`config.mk`:
```
export PLATFORM = sky130hd
export DESIGN_NAME = rolling_hash_substring_matcher
export DESIGN_NICKNAME = d
export VERILOG_FILES = /design/src/rhsm_pkg.sv /design/src/rhsm_ctrl.sv /design/src/rhsm_datapath.sv /design/src/rolling_hash_substring_matcher.sv
export SDC_FILE = /design/constraint.sdc
export NUM_CORES = 1
export LEC_CHECK = 0
export BUFFER_PORTS_ARGS = -buffer_cell sky130_fd_sc_hd__buf_2
export CAP_MARGIN = 40
export CORE_UTILIZATION = 24
export CTS_BUF_LIST = sky130_fd_sc_hd__clkbuf_16
export DETAILED_ROUTE_END_ITERATION = 8
export GPL_ROUTABILITY_DRIVEN = 0
export GPL_TIMING_DRIVEN = 0
export PLACE_DENSITY = 0.49
export SYNTH_ARGS = -nofsm -noshare
export SYNTH_HDL_FRONTEND = slang
export SYNTH_HIERARCHICAL = 1
export SYNTH_SLANG_ARGS = --single-unit
export TNS_END_PERCENT = 10
```
`constraint.sdc`:
```
create_clock -name clk -period 12.8 [get_ports clk]
set_input_delay 1.92 -clock clk [delete_from_list [all_inputs] [get_ports clk]]
set_output_delay 1.92 -clock clk [all_outputs]
set_load 0.01 [all_outputs]
```
`src/rhsm_pkg.sv`:
```
// ============================================================================
// rhsm_pkg: shared types and constants of the rolling hash substring matcher
// Request and result payloads, register indexes, datapath opcodes and the
// command and status bundles between controller and datapath.
// ============================================================================
`default_nettype none

package rhsm_pkg;

  localparam int BYTE_W     = 8;
  localparam int PAT_W      = 64;
  localparam int LEN_W      = 4;
  localparam int HASH_W     = 15;
  localparam int CFG_IDX_W  = 2;
  localparam int CFG_W      = 64;
  localparam int BIT_IDX_W  = 3;
  localparam int BYTE_IDX_W = 3;

  localparam logic [BIT_IDX_W-1:0] BIT_TOP = 3'd7;

  // Register indexes of the configuration port
  localparam logic [CFG_IDX_W-1:0] REG_PATTERN_BYTES  = 2'd0;
  localparam logic [CFG_IDX_W-1:0] REG_PATTERN_LENGTH = 2'd1;
  localparam logic [CFG_IDX_W-1:0] REG_HASH_MODULUS   = 2'd2;

  // Reset values of the configuration
  localparam logic [LEN_W-1:0]  RESET_LENGTH  = 4'd1;
  localparam logic [HASH_W-1:0] RESET_MODULUS = 15'd101;
  // Leading weight 256^len mod q for the reset length and modulus (256 mod 101)
  localparam logic [HASH_W-1:0] RESET_WEIGHT  = 15'd54;

  typedef struct packed {
    logic [BYTE_W-1:0] text_byte;
    logic              first_byte;
    logic              last_byte;
  } text_item_t;

  typedef struct packed {
    logic window_match;
    logic found;
    logic end_of_text;
  } result_item_t;

  typedef enum logic [3:0] {
    S_IDLE,
    S_TEXT_A,
    S_TEXT_B,
    S_FINISH,
    S_LW_INIT,
    S_LW_STEP,
    S_LW_SAVE,
    S_PH_STEP,
    S_PH_SAVE
  } ctrl_state_t;

  typedef enum logic [3:0] {
    OP_IDLE,
    OP_LW_INIT,
    OP_DOUBLE,
    OP_LW_SAVE,
    OP_PH_SHIFT,
    OP_PH_SAVE,
    OP_ACCEPT,
    OP_TEXT_SHIFT,
    OP_LEAD_SUB,
    OP_EMIT
  } dp_op_t;

  typedef struct packed {
    dp_op_t                 op;
    logic [BYTE_IDX_W-1:0]  byte_sel;
    logic [BIT_IDX_W-1:0]   bit_sel;
  } dp_cmd_t;

  typedef struct packed {
    logic             cfg_hit;
    logic             out_free;
    logic [LEN_W-1:0] len;
  } dp_status_t;

endpackage

`default_nettype wire

```
`src/rhsm_ctrl.sv`:
```
// ============================================================================
// rhsm_ctrl: sequencer of the rolling hash substring matcher
// Walks the bit steps of hash derivation after a register write and of the
// rolling hash update for each text request, and hands results to the output.
// ============================================================================
`default_nettype none

module rhsm_ctrl (
  input  wire                    clk,
  input  wire                    rst,
  input  wire                    text_valid,
  output logic                   text_ready,
  input  rhsm_pkg::dp_status_t   status,
  output rhsm_pkg::dp_cmd_t      cmd
);
  import rhsm_pkg::*;

  ctrl_state_t            state, state_next;
  logic [BIT_IDX_W-1:0]   bit_idx, bit_idx_next;
  logic [BYTE_IDX_W-1:0]  byte_idx, byte_idx_next;
  logic [LEN_W-1:0]       byte_ext;

  assign byte_ext = {{(LEN_W-BYTE_IDX_W){1'b0}}, byte_idx};

  always_ff @(posedge clk) begin
    if (rst) begin
      state    <= S_IDLE;
      bit_idx  <= BIT_TOP;
      byte_idx <= '0;
    end else begin
      state    <= state_next;
      bit_idx  <= bit_idx_next;
      byte_idx <= byte_idx_next;
    end
  end

  always_comb begin
    state_next    = state;
    bit_idx_next  = bit_idx;
    byte_idx_next = byte_idx;
    cmd.op        = OP_IDLE;
    cmd.bit_sel   = bit_idx;
    cmd.byte_sel  = byte_idx;
    text_ready    = 1'b0;

    unique case (state)
      S_IDLE: begin
        text_ready = !status.cfg_hit;
        if (text_valid && !status.cfg_hit) begin
          cmd.op       = OP_ACCEPT;
          bit_idx_next = BIT_TOP;
          state_next   = S_TEXT_A;
        end
      end
      S_TEXT_A: begin
        cmd.op     = OP_TEXT_SHIFT;
        state_next = S_TEXT_B;
      end
      S_TEXT_B: begin
        cmd.op = OP_LEAD_SUB;
        if (bit_idx == '0) begin
          state_next = S_FINISH;
        end else begin
          bit_idx_next = bit_idx - 1'b1;
          state_next   = S_TEXT_A;
        end
      end
      S_FINISH: begin
        if (status.out_free) begin
          cmd.op     = OP_EMIT;
          state_next = S_IDLE;
        end
      end
      // Leading weight is 256^len: each subtract step follows a doubling,
      // so the weight carries the radix factor of the byte shifted in
      S_LW_INIT: begin
        cmd.op        = OP_LW_INIT;
        bit_idx_next  = BIT_TOP;
        byte_idx_next = '0;
        state_next    = S_LW_STEP;
      end
      S_LW_STEP: begin
        cmd.op = OP_DOUBLE;
        if (bit_idx == '0) begin
          bit_idx_next = BIT_TOP;
          if (byte_ext + LEN_W'(1) == status.len) begin
            state_next = S_LW_SAVE;
          end else begin
            byte_idx_next = byte_idx + 1'b1;
          end
        end else begin
          bit_idx_next = bit_idx - 1'b1;
        end
      end
      S_LW_SAVE: begin
        cmd.op        = OP_LW_SAVE;
        bit_idx_next  = BIT_TOP;
        byte_idx_next = '0;
        state_next    = S_PH_STEP;
      end
      S_PH_STEP: begin
        cmd.op = OP_PH_SHIFT;
        if (bit_idx == '0) begin
          bit_idx_next = BIT_TOP;
          if (byte_ext + LEN_W'(1) == status.len) begin
            state_next = S_PH_SAVE;
          end else begin
            byte_idx_next = byte_idx + 1'b1;
          end
        end else begin
          bit_idx_next = bit_idx - 1'b1;
        end
      end
      S_PH_SAVE: begin
        cmd.op     = OP_PH_SAVE;
        state_next = S_IDLE;
      end
      default: begin
        state_next = S_IDLE;
      end
    endcase

    // A register write restarts the derivation from any state
    if (status.cfg_hit) begin
      state_next = S_LW_INIT;
    end
  end

endmodule

`default_nettype wire

```
`src/rhsm_datapath.sv`:
```
// ============================================================================
// rhsm_datapath: configuration, window and modular hash datapath
// Holds the configuration, the byte window, the rolling hash and the derived
// pattern hash and leading weight; performs one modular step per command.
// ============================================================================
`default_nettype none

module rhsm_datapath #(
  parameter int MAX_PATTERN = 8
) (
  input  wire                          clk,
  input  wire                          rst,
  input  rhsm_pkg::text_item_t         text_item,
  input  wire                          cfg_write,
  input  wire [rhsm_pkg::CFG_IDX_W-1:0] cfg_index,
  input  wire [rhsm_pkg::CFG_W-1:0]    cfg_data,
  input  rhsm_pkg::dp_cmd_t            cmd,
  input  wire                          result_ready,
  output logic                         result_valid,
  output rhsm_pkg::result_item_t       result_item,
  output rhsm_pkg::dp_status_t         status
);
  import rhsm_pkg::*;

  localparam int SEEN_W = $clog2(MAX_PATTERN + 1);

  logic [PAT_W-1:0]   pattern_bytes;
  logic [LEN_W-1:0]   pattern_length;
  logic [HASH_W-1:0]  hash_modulus;
  logic [HASH_W-1:0]  leading_weight;
  logic [HASH_W-1:0]  pattern_hash;
  logic [HASH_W-1:0]  rolling_hash;
  logic [BYTE_W-1:0]  window [MAX_PATTERN];
  logic [SEEN_W-1:0]  bytes_seen;
  logic               found_flag;
  logic [BYTE_W-1:0]  new_byte;
  logic [BYTE_W-1:0]  lead_byte;
  logic               sub_en;
  logic               last_flag;

  logic [LEN_W-1:0]   len_eff;
  logic [HASH_W-1:0]  mod_eff;
  logic               window_full;
  logic [BYTE_W-1:0]  lead_sel;
  logic               shift_bit;
  logic [HASH_W:0]    dbl;
  logic [HASH_W-1:0]  dbl_red;
  logic [HASH_W:0]    sub_wrap;
  logic [HASH_W-1:0]  sub_red;
  logic               exact;
  logic               match;

  // Effective length and modulus
  always_comb begin
    if (pattern_length == '0) begin
      len_eff = LEN_W'(1);
    end else if (pattern_length > LEN_W'(MAX_PATTERN)) begin
      len_eff = LEN_W'(MAX_PATTERN);
    end else begin
      len_eff = pattern_length;
    end
  end

  assign mod_eff     = (hash_modulus == '0) ? HASH_W'(1) : hash_modulus;
  assign window_full = LEN_W'(bytes_seen) >= len_eff;

  // Byte that leaves the window on this step
  always_comb begin
    lead_sel = '0;
    for (int j = 0; j < MAX_PATTERN; j++) begin
      if (LEN_W'(j) == len_eff - LEN_W'(1)) begin
        lead_sel = window[j];
      end
    end
  end

  always_comb begin
    unique case (cmd.op)
      OP_PH_SHIFT:   shift_bit = pattern_bytes[{cmd.byte_sel, cmd.bit_sel}];
      OP_TEXT_SHIFT: shift_bit = new_byte[cmd.bit_sel];
      default:       shift_bit = 1'b0;
    endcase
  end

  // hash <- (2*hash + bit) mod q, input below 2q
  assign dbl     = {rolling_hash, shift_bit};
  assign dbl_red = (dbl >= {1'b0, mod_eff}) ? HASH_W'(dbl - {1'b0, mod_eff})
                                            : dbl[HASH_W-1:0];

  // hash <- (hash - weight) mod q
  assign sub_wrap = {1'b0, rolling_hash} + {1'b0, mod_eff} - {1'b0, leading_weight};
  assign sub_red  = (rolling_hash >= leading_weight) ? rolling_hash - leading_weight
                                                     : sub_wrap[HASH_W-1:0];

  // Exact compare: window entry j against pattern byte len-1-j
  always_comb begin
    logic [BYTE_IDX_W-1:0] pat_idx;
    logic [PAT_W-1:0]      pat_shift;
    exact     = 1'b1;
    pat_idx   = '0;
    pat_shift = '0;
    for (int j = 0; j < MAX_PATTERN; j++) begin
      pat_idx   = BYTE_IDX_W'(len_eff - LEN_W'(1) - LEN_W'(j));
      pat_shift = pattern_bytes >> {pat_idx, 3'b000};
      if ((LEN_W'(j) < len_eff) && (window[j] != pat_shift[BYTE_W-1:0])) begin
        exact = 1'b0;
      end
    end
  end

  assign match = window_full && (rolling_hash == pattern_hash) && exact;

  assign status.cfg_hit  = cfg_write && ((cfg_index == REG_PATTERN_BYTES) ||
                                         (cfg_index == REG_PATTERN_LENGTH) ||
                                         (cfg_index == REG_HASH_MODULUS));
  assign status.out_free = !result_valid || result_ready;
  assign status.len      = len_eff;

  // Control and hash state
  always_ff @(posedge clk) begin
    if (rst) begin
      pattern_bytes  <= '0;
      pattern_length <= RESET_LENGTH;
      hash_modulus   <= RESET_MODULUS;
      leading_weight <= RESET_WEIGHT;
      pattern_hash   <= '0;
      rolling_hash   <= '0;
      bytes_seen     <= '0;
      found_flag     <= 1'b0;
      sub_en         <= 1'b0;
      result_valid   <= 1'b0;
    end else begin
      if (cfg_write) begin
        unique case (cfg_index)
          REG_PATTERN_BYTES:  pattern_bytes  <= cfg_data[PAT_W-1:0];
          REG_PATTERN_LENGTH: pattern_length <= cfg_data[LEN_W-1:0];
          REG_HASH_MODULUS:   hash_modulus   <= cfg_data[HASH_W-1:0];
          default: ;
        endcase
      end

      unique case (cmd.op) inside
        OP_LW_INIT: begin
          rolling_hash <= (mod_eff == HASH_W'(1)) ? '0 : HASH_W'(1);
        end
        OP_DOUBLE, OP_PH_SHIFT, OP_TEXT_SHIFT: begin
          rolling_hash <= dbl_red;
        end
        OP_LW_SAVE: begin
          leading_weight <= rolling_hash;
          rolling_hash   <= '0;
        end
        OP_PH_SAVE: begin
          pattern_hash <= rolling_hash;
          rolling_hash <= '0;
          bytes_seen   <= '0;
          found_flag   <= 1'b0;
        end
        OP_ACCEPT: begin
          sub_en <= !text_item.first_byte && window_full;
          if (text_item.first_byte) begin
            rolling_hash <= '0;
            found_flag   <= 1'b0;
            bytes_seen   <= SEEN_W'(1);
          end else if (bytes_seen != SEEN_W'(MAX_PATTERN)) begin
            bytes_seen <= bytes_seen + 1'b1;
          end
        end
        OP_LEAD_SUB: begin
          if (sub_en && lead_byte[cmd.bit_sel]) begin
            rolling_hash <= sub_red;
          end
        end
        OP_EMIT: begin
          found_flag <= found_flag | match;
        end
        default: ;
      endcase

      if (cmd.op == OP_EMIT) begin
        result_valid <= 1'b1;
      end else if (result_ready) begin
        result_valid <= 1'b0;
      end
    end
  end

  // Payload registers
  always_ff @(posedge clk) begin
    if (cmd.op == OP_ACCEPT) begin
      new_byte  <= text_item.text_byte;
      last_flag <= text_item.last_byte;
      lead_byte <= lead_sel;
      window[0] <= text_item.text_byte;
      for (int j = 1; j < MAX_PATTERN; j++) begin
        window[j] <= window[j-1];
      end
    end
    if (cmd.op == OP_EMIT) begin
      result_item.window_match <= match;
      result_item.found        <= found_flag | match;
      result_item.end_of_text  <= last_flag;
    end
  end

endmodule

`default_nettype wire

```
`src/rolling_hash_substring_matcher.sv`:
```
// ============================================================================
// rolling_hash_substring_matcher: Rabin-Karp search over a byte stream
// Rolling hash of the last pattern_length text bytes, radix 256, modulo a
// configured modulus; a hash hit is confirmed by an exact window compare.
// ============================================================================
// One text request is handled at a time by the bit-serial modular unit,
//   which takes two steps (shift-in, leading-byte subtract) per bit; the
//   next request is taken once the result has gone to the output register.
// A register write re-derives the pattern hash and leading weight, with
//   text_ready low meanwhile; the search restarts.
// Reset (rst, synchronous): pattern 0, length 1, modulus 101, search cleared.
`default_nettype none

module rolling_hash_substring_matcher #(
  parameter int MAX_PATTERN = 8
) (
  input  wire                           clk,
  input  wire                           rst,
  input  wire                           text_valid,
  output logic                          text_ready,
  input  rhsm_pkg::text_item_t          text_item,
  output logic                          result_valid,
  input  wire                           result_ready,
  output rhsm_pkg::result_item_t        result_item,
  input  wire                           cfg_write,
  input  wire [rhsm_pkg::CFG_IDX_W-1:0] cfg_index,
  input  wire [rhsm_pkg::CFG_W-1:0]     cfg_data
);
  import rhsm_pkg::*;

  dp_cmd_t    cmd;
  dp_status_t status;

  // Sequencer: accept a request, step the hash bit by bit, hand off result
  rhsm_ctrl u_ctrl (
    .clk        (clk),
    .rst        (rst),
    .text_valid (text_valid),
    .text_ready (text_ready),
    .status     (status),
    .cmd        (cmd)
  );

  // Datapath: hold configuration, window and hashes; the output register
  // parts the result side, so the next request is taken while one waits
  rhsm_datapath #(
    .MAX_PATTERN (MAX_PATTERN)
  ) u_datapath (
    .clk          (clk),
    .rst          (rst),
    .text_item    (text_item),
    .cfg_write    (cfg_write),
    .cfg_index    (cfg_index),
    .cfg_data     (cfg_data),
    .cmd          (cmd),
    .result_ready (result_ready),
    .result_valid (result_valid),
    .result_item  (result_item),
    .status       (status)
  );

endmodule

`default_nettype wire

```
==> results of run 1 <==
## final timing paths
kind,end,cells after the start,slack (ps)
min,u_datapath/result_item[0],0,420
max,u_datapath/rolling_hash[4],24,5960
min reg2reg,u_datapath/result_item[0],0,420
max reg2reg,u_datapath/rolling_hash[4],22,5970
## flip-flops by register name, indices dropped and copies added (netlist names), 7 cells and up
| signal | count |
|---|---|
| u_datapath/leading_weight | 15 |
| u_datapath/lead_byte | 8 |
| u_datapath/new_byte | 7 |
| u_datapath/pattern_bytes | 64 |
| u_datapath/pattern_hash | 15 |
| u_datapath/hash_modulus | 15 |
| u_datapath/rolling_hash | 15 |
| u_datapath/window | 57 |
## cell usage in the layout (no fill, tap or decap), types with 8 or more instances in the layout
cell / count
a21o_1: 14
mux2i_1: 77
nand2b_1: 22
mux2_2: 18
o21ai_0: 51
a32o_1: 10
a32oi_1: 29
edfxtp_1: 76
xor2_1: 47
o21bai_1: 8
clkinv_1: 10
ha_1: 55
a31oi_1: 9
nor3_1: 35
clkbuf_1: 70
a211oi_1: 18
inv_1: 101
mux4_2: 75
xnor2_1: 85
nand2_1: 248
a221oi_1: 10
dfxtp_1: 145
nor2b_1: 44
nor2_1: 98
nand4_1: 17
fa_1: 16
clkbuf_16: 27
or3_1: 13
o31ai_1: 12
nand3b_1: 11
a211o_1: 10
o21a_1: 8
nand3_1: 34
buf_1: 18
a21oi_1: 174
nor4_1: 16
buf_2: 107
## area by class of cell
type                       instances  area, um^2
sequential                       221        5180
inverter                         101         382
buffer                           113         487
clock buffer                      27         676
timing repair buffer              92         515
multi-input combinational       1364       10300
clock inverter                    20         163
fill                            7184       48400
tap                              873        1090
antenna                            4        10.0
## worst max-delay path, stage by stage
cell and delay (ps):
buf_2 200, a21boi_0 330, buf_2 240, nor2b_1 90
a21oi_1 170, o22ai_1 100, and2_1 170, clkbuf_1 190
nand2_1 150, o21ai_0 80, nand2_1 150, ha_1 200
inv_1 60, fa_1 400, a21o_1 190, a21o_1 200
a2111oi_0 760, o21ai_0 350, nand3b_1 190, nand3_1 200
clkbuf_1 370, a21oi_1 230, nor2_1 50, a221o_1 260
## kinds of logic (layout without fill, tap and decap cells)
group | after synthesis | in the layout | synth area share
compound gates | 411 | 411 | 0.166
xor+xnor | 133 | 133 | 0.0720
fa+ha+maj | 71 | 71 | 0.0616
buf+inv | 214 | 353 | 0.0529
flops | 221 | 221 | 0.317
mux | 171 | 171 | 0.164
other cells | 0 | 4 | 0
simple gates | 578 | 578 | 0.167
## layer usage
metal  GRT usage  vias to the layer above
met4      0.0711                       12
li1            -                     6803
met3      0.0456                      177
met2       0.267                      731
met1       0.239                     7300
met5           0                        -
## through the flow
| step | total power [mW] | worst slack [ps] | std cells |
|---|---|---|---|
| after global placement | 2.14 | 5160 | 2757 |
| after CTS | 2.91 | 6020 | 2811 |
| after global routing | 3.07 | 5350 | 2812 |
| after detailed placement | 2.15 | 5540 | 2764 |
| after floorplan | 1.78 | 6590 | 1799 |
| final | 2.90 | 5960 | 2815 |
## report_power, final
group / total [mW] / switching [mW] / internal [mW] / leakage (nW)
combinational: 1.29 / 0.767 / 0.525 / 4.83
clock: 0.749 / 0.311 / 0.438 / 0.437
sequential: 0.861 / 0.0902 / 0.770 / 1.86
## synth_stat cells, types with 7 or more instances
| master | instances | area share |
|---|---|---|
| nand2_1 | 248 | 0.057 |
| a21oi_1 | 174 | 0.053 |
| dfxtp_1 | 145 | 0.18 |
| nor2_1 | 98 | 0.022 |
| inv_1 | 96 | 0.022 |
| xnor2_1 | 85 | 0.045 |
| mux2i_1 | 77 | 0.047 |
| edfxtp_1 | 76 | 0.14 |
| mux4_2 | 75 | 0.10 |
| clkbuf_1 | 70 | 0.016 |
| ha_1 | 55 | 0.042 |
| o21ai_0 | 51 | 0.016 |
| xor2_1 | 47 | 0.025 |
| nor2b_1 | 44 | 0.017 |
| nor3_1 | 35 | 0.011 |
| nand3_1 | 34 | 0.010 |
| a32oi_1 | 29 | 0.016 |
| nand2b_1 | 22 | 0.0084 |
| buf_2 | 20 | 0.0061 |
| a211oi_1 | 18 | 0.0083 |
| buf_1 | 18 | 0.0041 |
| mux2_2 | 18 | 0.012 |
| nand4_1 | 17 | 0.0065 |
| fa_1 | 16 | 0.020 |
| nor4_1 | 16 | 0.0061 |
| a21o_1 | 14 | 0.0064 |
| or3_1 | 13 | 0.0050 |
| o31ai_1 | 12 | 0.0055 |
| nand3b_1 | 11 | 0.0050 |
| a211o_1 | 10 | 0.0053 |
| a221oi_1 | 10 | 0.0053 |
| a32o_1 | 10 | 0.0061 |
| a31oi_1 | 9 | 0.0034 |
| o21a_1 | 8 | 0.0037 |
| o21bai_1 | 8 | 0.0037 |
| o211ai_1 | 7 | 0.0032 |
| o22ai_1 | 7 | 0.0027 |
==> results.txt, run 1 <==
Setup TNS Final: 0 ps
hold_sp: u_datapath/last_flag
routed vias: 15,000
PostCTS Resize Cnt: 0
Placeable Area: 0.0673 mm^2
launch point of the critical path: cfg_write
end-of-flow core utilization: 0.280
CTS tree: built
async set-reset flop share out of synthesis: 0
initial antenna violation count: 10
final setup skew: 28.2 ps
IO Port Bufs: 85
first-pass GRT wire length: 93.6 mm
wire length per cell: 22.3 um
ys flop type: dfxtp_1
# Max-Cap Violations: 0
RSZ-0062 raised after global routing: no
Synth Area per Inst: 9.10 um^2
Die Y: 263 um
share of layout cells above drive strength 1: 0.141
WL met3: 5.93 mm
Seq/Total Area, Yosys: 0.317
clk root buf: clkbuf_16
Placed Instance Area: 0.0180 mm^2
Reg clk slew, reported paths: 60 ps
fin. max-slew vios: 0
Post-synth EDFFs: 76
Final Cell Area: 0.0188 mm^2
TritonCTS Buffers: 26
status: finished clean
WL final: 62.9 mm
post-route ant nets: 0
GRT overflow: 0
Initial Utilization: 0.243
Cell Rows: 95
final routed DRC violation total: 0
die area: 0.0693 mm^2
met1 WL: 27.4 mm
library cells used by synthesis: 84
vias in the first global route: 14,400
# hold bufs at CTS: 0
Startpoint Class: input pin
via/cell ratio: 5.34
CTS Sinks: 221
Die Wd: 263 um
CTS HTree Levels: 1
type of the worst setup path: in -> reg
Pleak: 7.13 nW
synthesis-stage register bit count: 221
Worst Path Required: 13,230 ps
normalized max-slew margin: 0.426
PD cells: 154 mW/mm^2
syn nets: 1,951
Yosys warnings: 6
Post-layout nets: 2,071
Hold Worst Slack: 420 ps
Post-CTS Setup Inserts: 0
reg-to-reg startpoint: u_ctrl/bit_idx[1]
Max IR drop VDD: 0.0938 mV
Worst Setup End Kind: flop
Final Critical Period: 6840 ps
CTS Buffer Depth: 3
num ports: 86
worst slew pin tran: 839 ps
critical-path maximum fanout: 10
final hold viol count: 0
detailed placement HPWL: 49.9 mm
Max Used Layer: met5
min-delay worst type: reg -> reg
fin crit share: 0.534
Synth Instances: 1,799
Area Overhead vs Synth: 15.0%
Setup Viol. Count Final: 0
Tot GR Track Use: 0.177
arrival time at the worst endpoint: 7270 ps
fmax: 0.146 GHz
DR iter-0 viols: 1,591
pin count of the biggest net entering global routing: 66
synthesized area: 0.0164 mm^2
routed length on met2: 26.6 mm
worst skew pair latency: 570 ps
First-pass DRT Iterations: 8
Note: power is estimated with default switching activity, not from simulation.
==> run 2, diff against run 1 <==
Clock period 12.8 ns to 6.58 ns, I/O delays scaled along.
==> run 2 against run 1 <==
Net effect:
- first-iteration DRC count is 3.8% higher
- non-clock buffer count fell by 1
- critical endpoint is now u_datapath/result_item[1]
- setup slack lost 5700 ps
- sequential power rose by 94%
- count of clock-buffer cells in the layout unchanged
- hold slack about the same
- die area unchanged
==> results.txt, run 2 (same netlist as run 1, synthesis figures left out) <==
share of layout cells above drive strength 1: 0.144
die area: 0.0693 mm^2
DP Cell Count: 2,764
Die Wd: 263 um
Die Y: 263 um
clk root buf: clkbuf_16
IO Port Bufs: 85
Final Cell Area: 0.0188 mm^2
First-pass DRT Iterations: 6
pin count of the biggest net entering global routing: 66
routed vias: 15,000
commonest non-fill, non-tap cell in the layout: nand2_1
first-pass GRT wire length: 93.6 mm
delay-heaviest family, CP: buffers and inverters
end-of-flow core utilization: 0.280
# hold bufs at CTS: 0
status: finished clean
post-route insts no fill: 2,814
final routed DRC violation total: 0
Placeable Area: 0.0673 mm^2
Max IR drop VDD: 0.184 mV
num ports: 86
TritonCTS Buffers: 26
Top reg by flops: u_datapath/pattern_bytes
CTS HTree Levels: 1
CTS Sinks: 221
Initial Utilization: 0.243
worst slew pin tran: 845 ps
Setup TNS Final: 0 ps
arrival time at the worst endpoint: 6790 ps
PD cells: 300 mW/mm^2
Startpoint Class: flop
normalized max-slew margin: 0.437
GRT overflow: 0
RSZ-0062 raised after global routing: no
DR iter-0 viols: 1,652
Crit path largest cell delay: 650 ps
CP cell instances: buf_2 -> clkinv_1 -> nand2_1 -> clkbuf_1 -> ha_1 -> clkbuf_1 -> nor2_1 -> a32oi_2 -> buf_2 -> mux2i_1 -> xnor2_1 -> nand3_1 -> o21ai_0 -> a41oi_1 -> nor4_2 -> and3_1 -> or2_1
CTS tree: built
Worst Setup End Kind: flop
final setup skew: 28.6 ps
Pleak: 7.14 nW
fin crit share: 0.965
worst skew pair latency: 570 ps
final hold viol count: 0
Cell Rows: 95
post-route ant nets: 0
Placed Instance Area: 0.0180 mm^2
fin. max-slew vios: 0
Slowest cell on crit path: a32oi_2
wire length per cell: 22.4 um
Post-layout nets: 2,070
biggest regs: u_datapath/pattern_bytes x64, u_datapath/window x57
initial antenna violation count: 10
type of the worst setup path: reg -> reg
vias in the first global route: 14,400
fmax: 0.158 GHz
max reg flops: 64
Area Overhead vs Synth: 15.1%
detailed placement HPWL: 49.9 mm
# Max-Cap Violations: 0
Post-CTS Setup Inserts: 0
Reg clk slew, reported paths: 60 ps
Setup Viol. Count Final: 0
Crit path buffers/inverters: 5
critical-path maximum fanout: 11
Hold Worst Slack: 420 ps
Final Critical Period: 6350 ps
CTS Buffer Depth: 3
most frequent cells in the layout: nand2_1 (248), a21oi_1 (174), dfxtp_1 (144)
via/cell ratio: 5.34
Tot GR Track Use: 0.177
WL final: 62.9 mm
Worst Path Required: 7020 ps
min-delay worst type: reg -> reg
-- run 2: cell types whose count changed in the layout (fill, tap and decap cells not counted), sizes merged --
cell / before / now
buf: 135 / 136
clkbuf: 97 / 95
-- run 2: worst paths after layout --
path	endpoint	cells past startpoint	slack, ps	from
setup / recovery	u_datapath/result_item[1]	17	230	u_datapath/pattern_length[3]
setup reg to reg	u_datapath/result_item[1]	17	230	u_datapath/pattern_length[3]
hold / removal	u_datapath/result_item[0]	0	420	u_datapath/last_flag
hold reg to reg	u_datapath/result_item[0]	0	420	u_datapath/last_flag
-- run 2: worst register-to-register path: stages, from the launching register on --
cell      delay, ps
dfxtp_1         360
buf_2           290
clkinv_1        410
nand2_1         420
clkbuf_1        620
ha_1            270
clkbuf_1        360
nor2_1          150
a32oi_2         650
buf_2           480
mux2i_1         640
xnor2_1         190
nand3_1          90
o21ai_0         150
a41oi_1         220
nor4_2          530
and3_1          300
or2_1           120
-- run 2: layout make-up --
| cell class | count | area [um^2] |
|---|---|---|
| multi-input cells | 1364 | 10300 |
| well taps | 873 | 1090 |
| clock inverters | 20 | 163 |
| clock buffers | 27 | 676 |
| inverters | 101 | 382 |
| flip-flops and latches | 221 | 5190 |
| repair buffers | 92 | 515 |
| diodes | 4 | 10.0 |
| plain buffers | 112 | 487 |
| fillers | 7184 | 48400 |
-- run 2: power breakdown --
| group | switching [mW] | leakage (nW) | internal, mW |
|---|---|---|---|
| sequential | 0.175 | 1.86 | 1.50 |
| combinational | 1.50 | 4.84 | 1.03 |
| clock | 0.605 | 0.437 | 0.852 |
-- run 2: per-layer routing --
layer | GRT usage | up-vias | part of all wire
li1 | - | 6802 | -
met4 | 0.0702 | 10 | 0.043
met5 | 0 | - | 0.00092
met1 | 0.238 | 7324 | 0.43
met2 | 0.267 | 730 | 0.42
met3 | 0.0470 | 164 | 0.10
-- run 2: timing repair --
item | CTS | global route
endpoints found under the setup margin | 13 | 15
gates resized for setup | 2 | 6
hold endpoints to repair | 0 | 0
cloned | 0 | 0
-- run 2: stage by stage --
stage	worst slack, ps	total power, mW
3_5_place_dp	-135	4.17
3_3_place_gp	-516	4.16
6_report	233	5.66
2_1_floorplan	1290	3.45
5_1_grt	7.97	5.98
4_1_cts	24.9	5.65
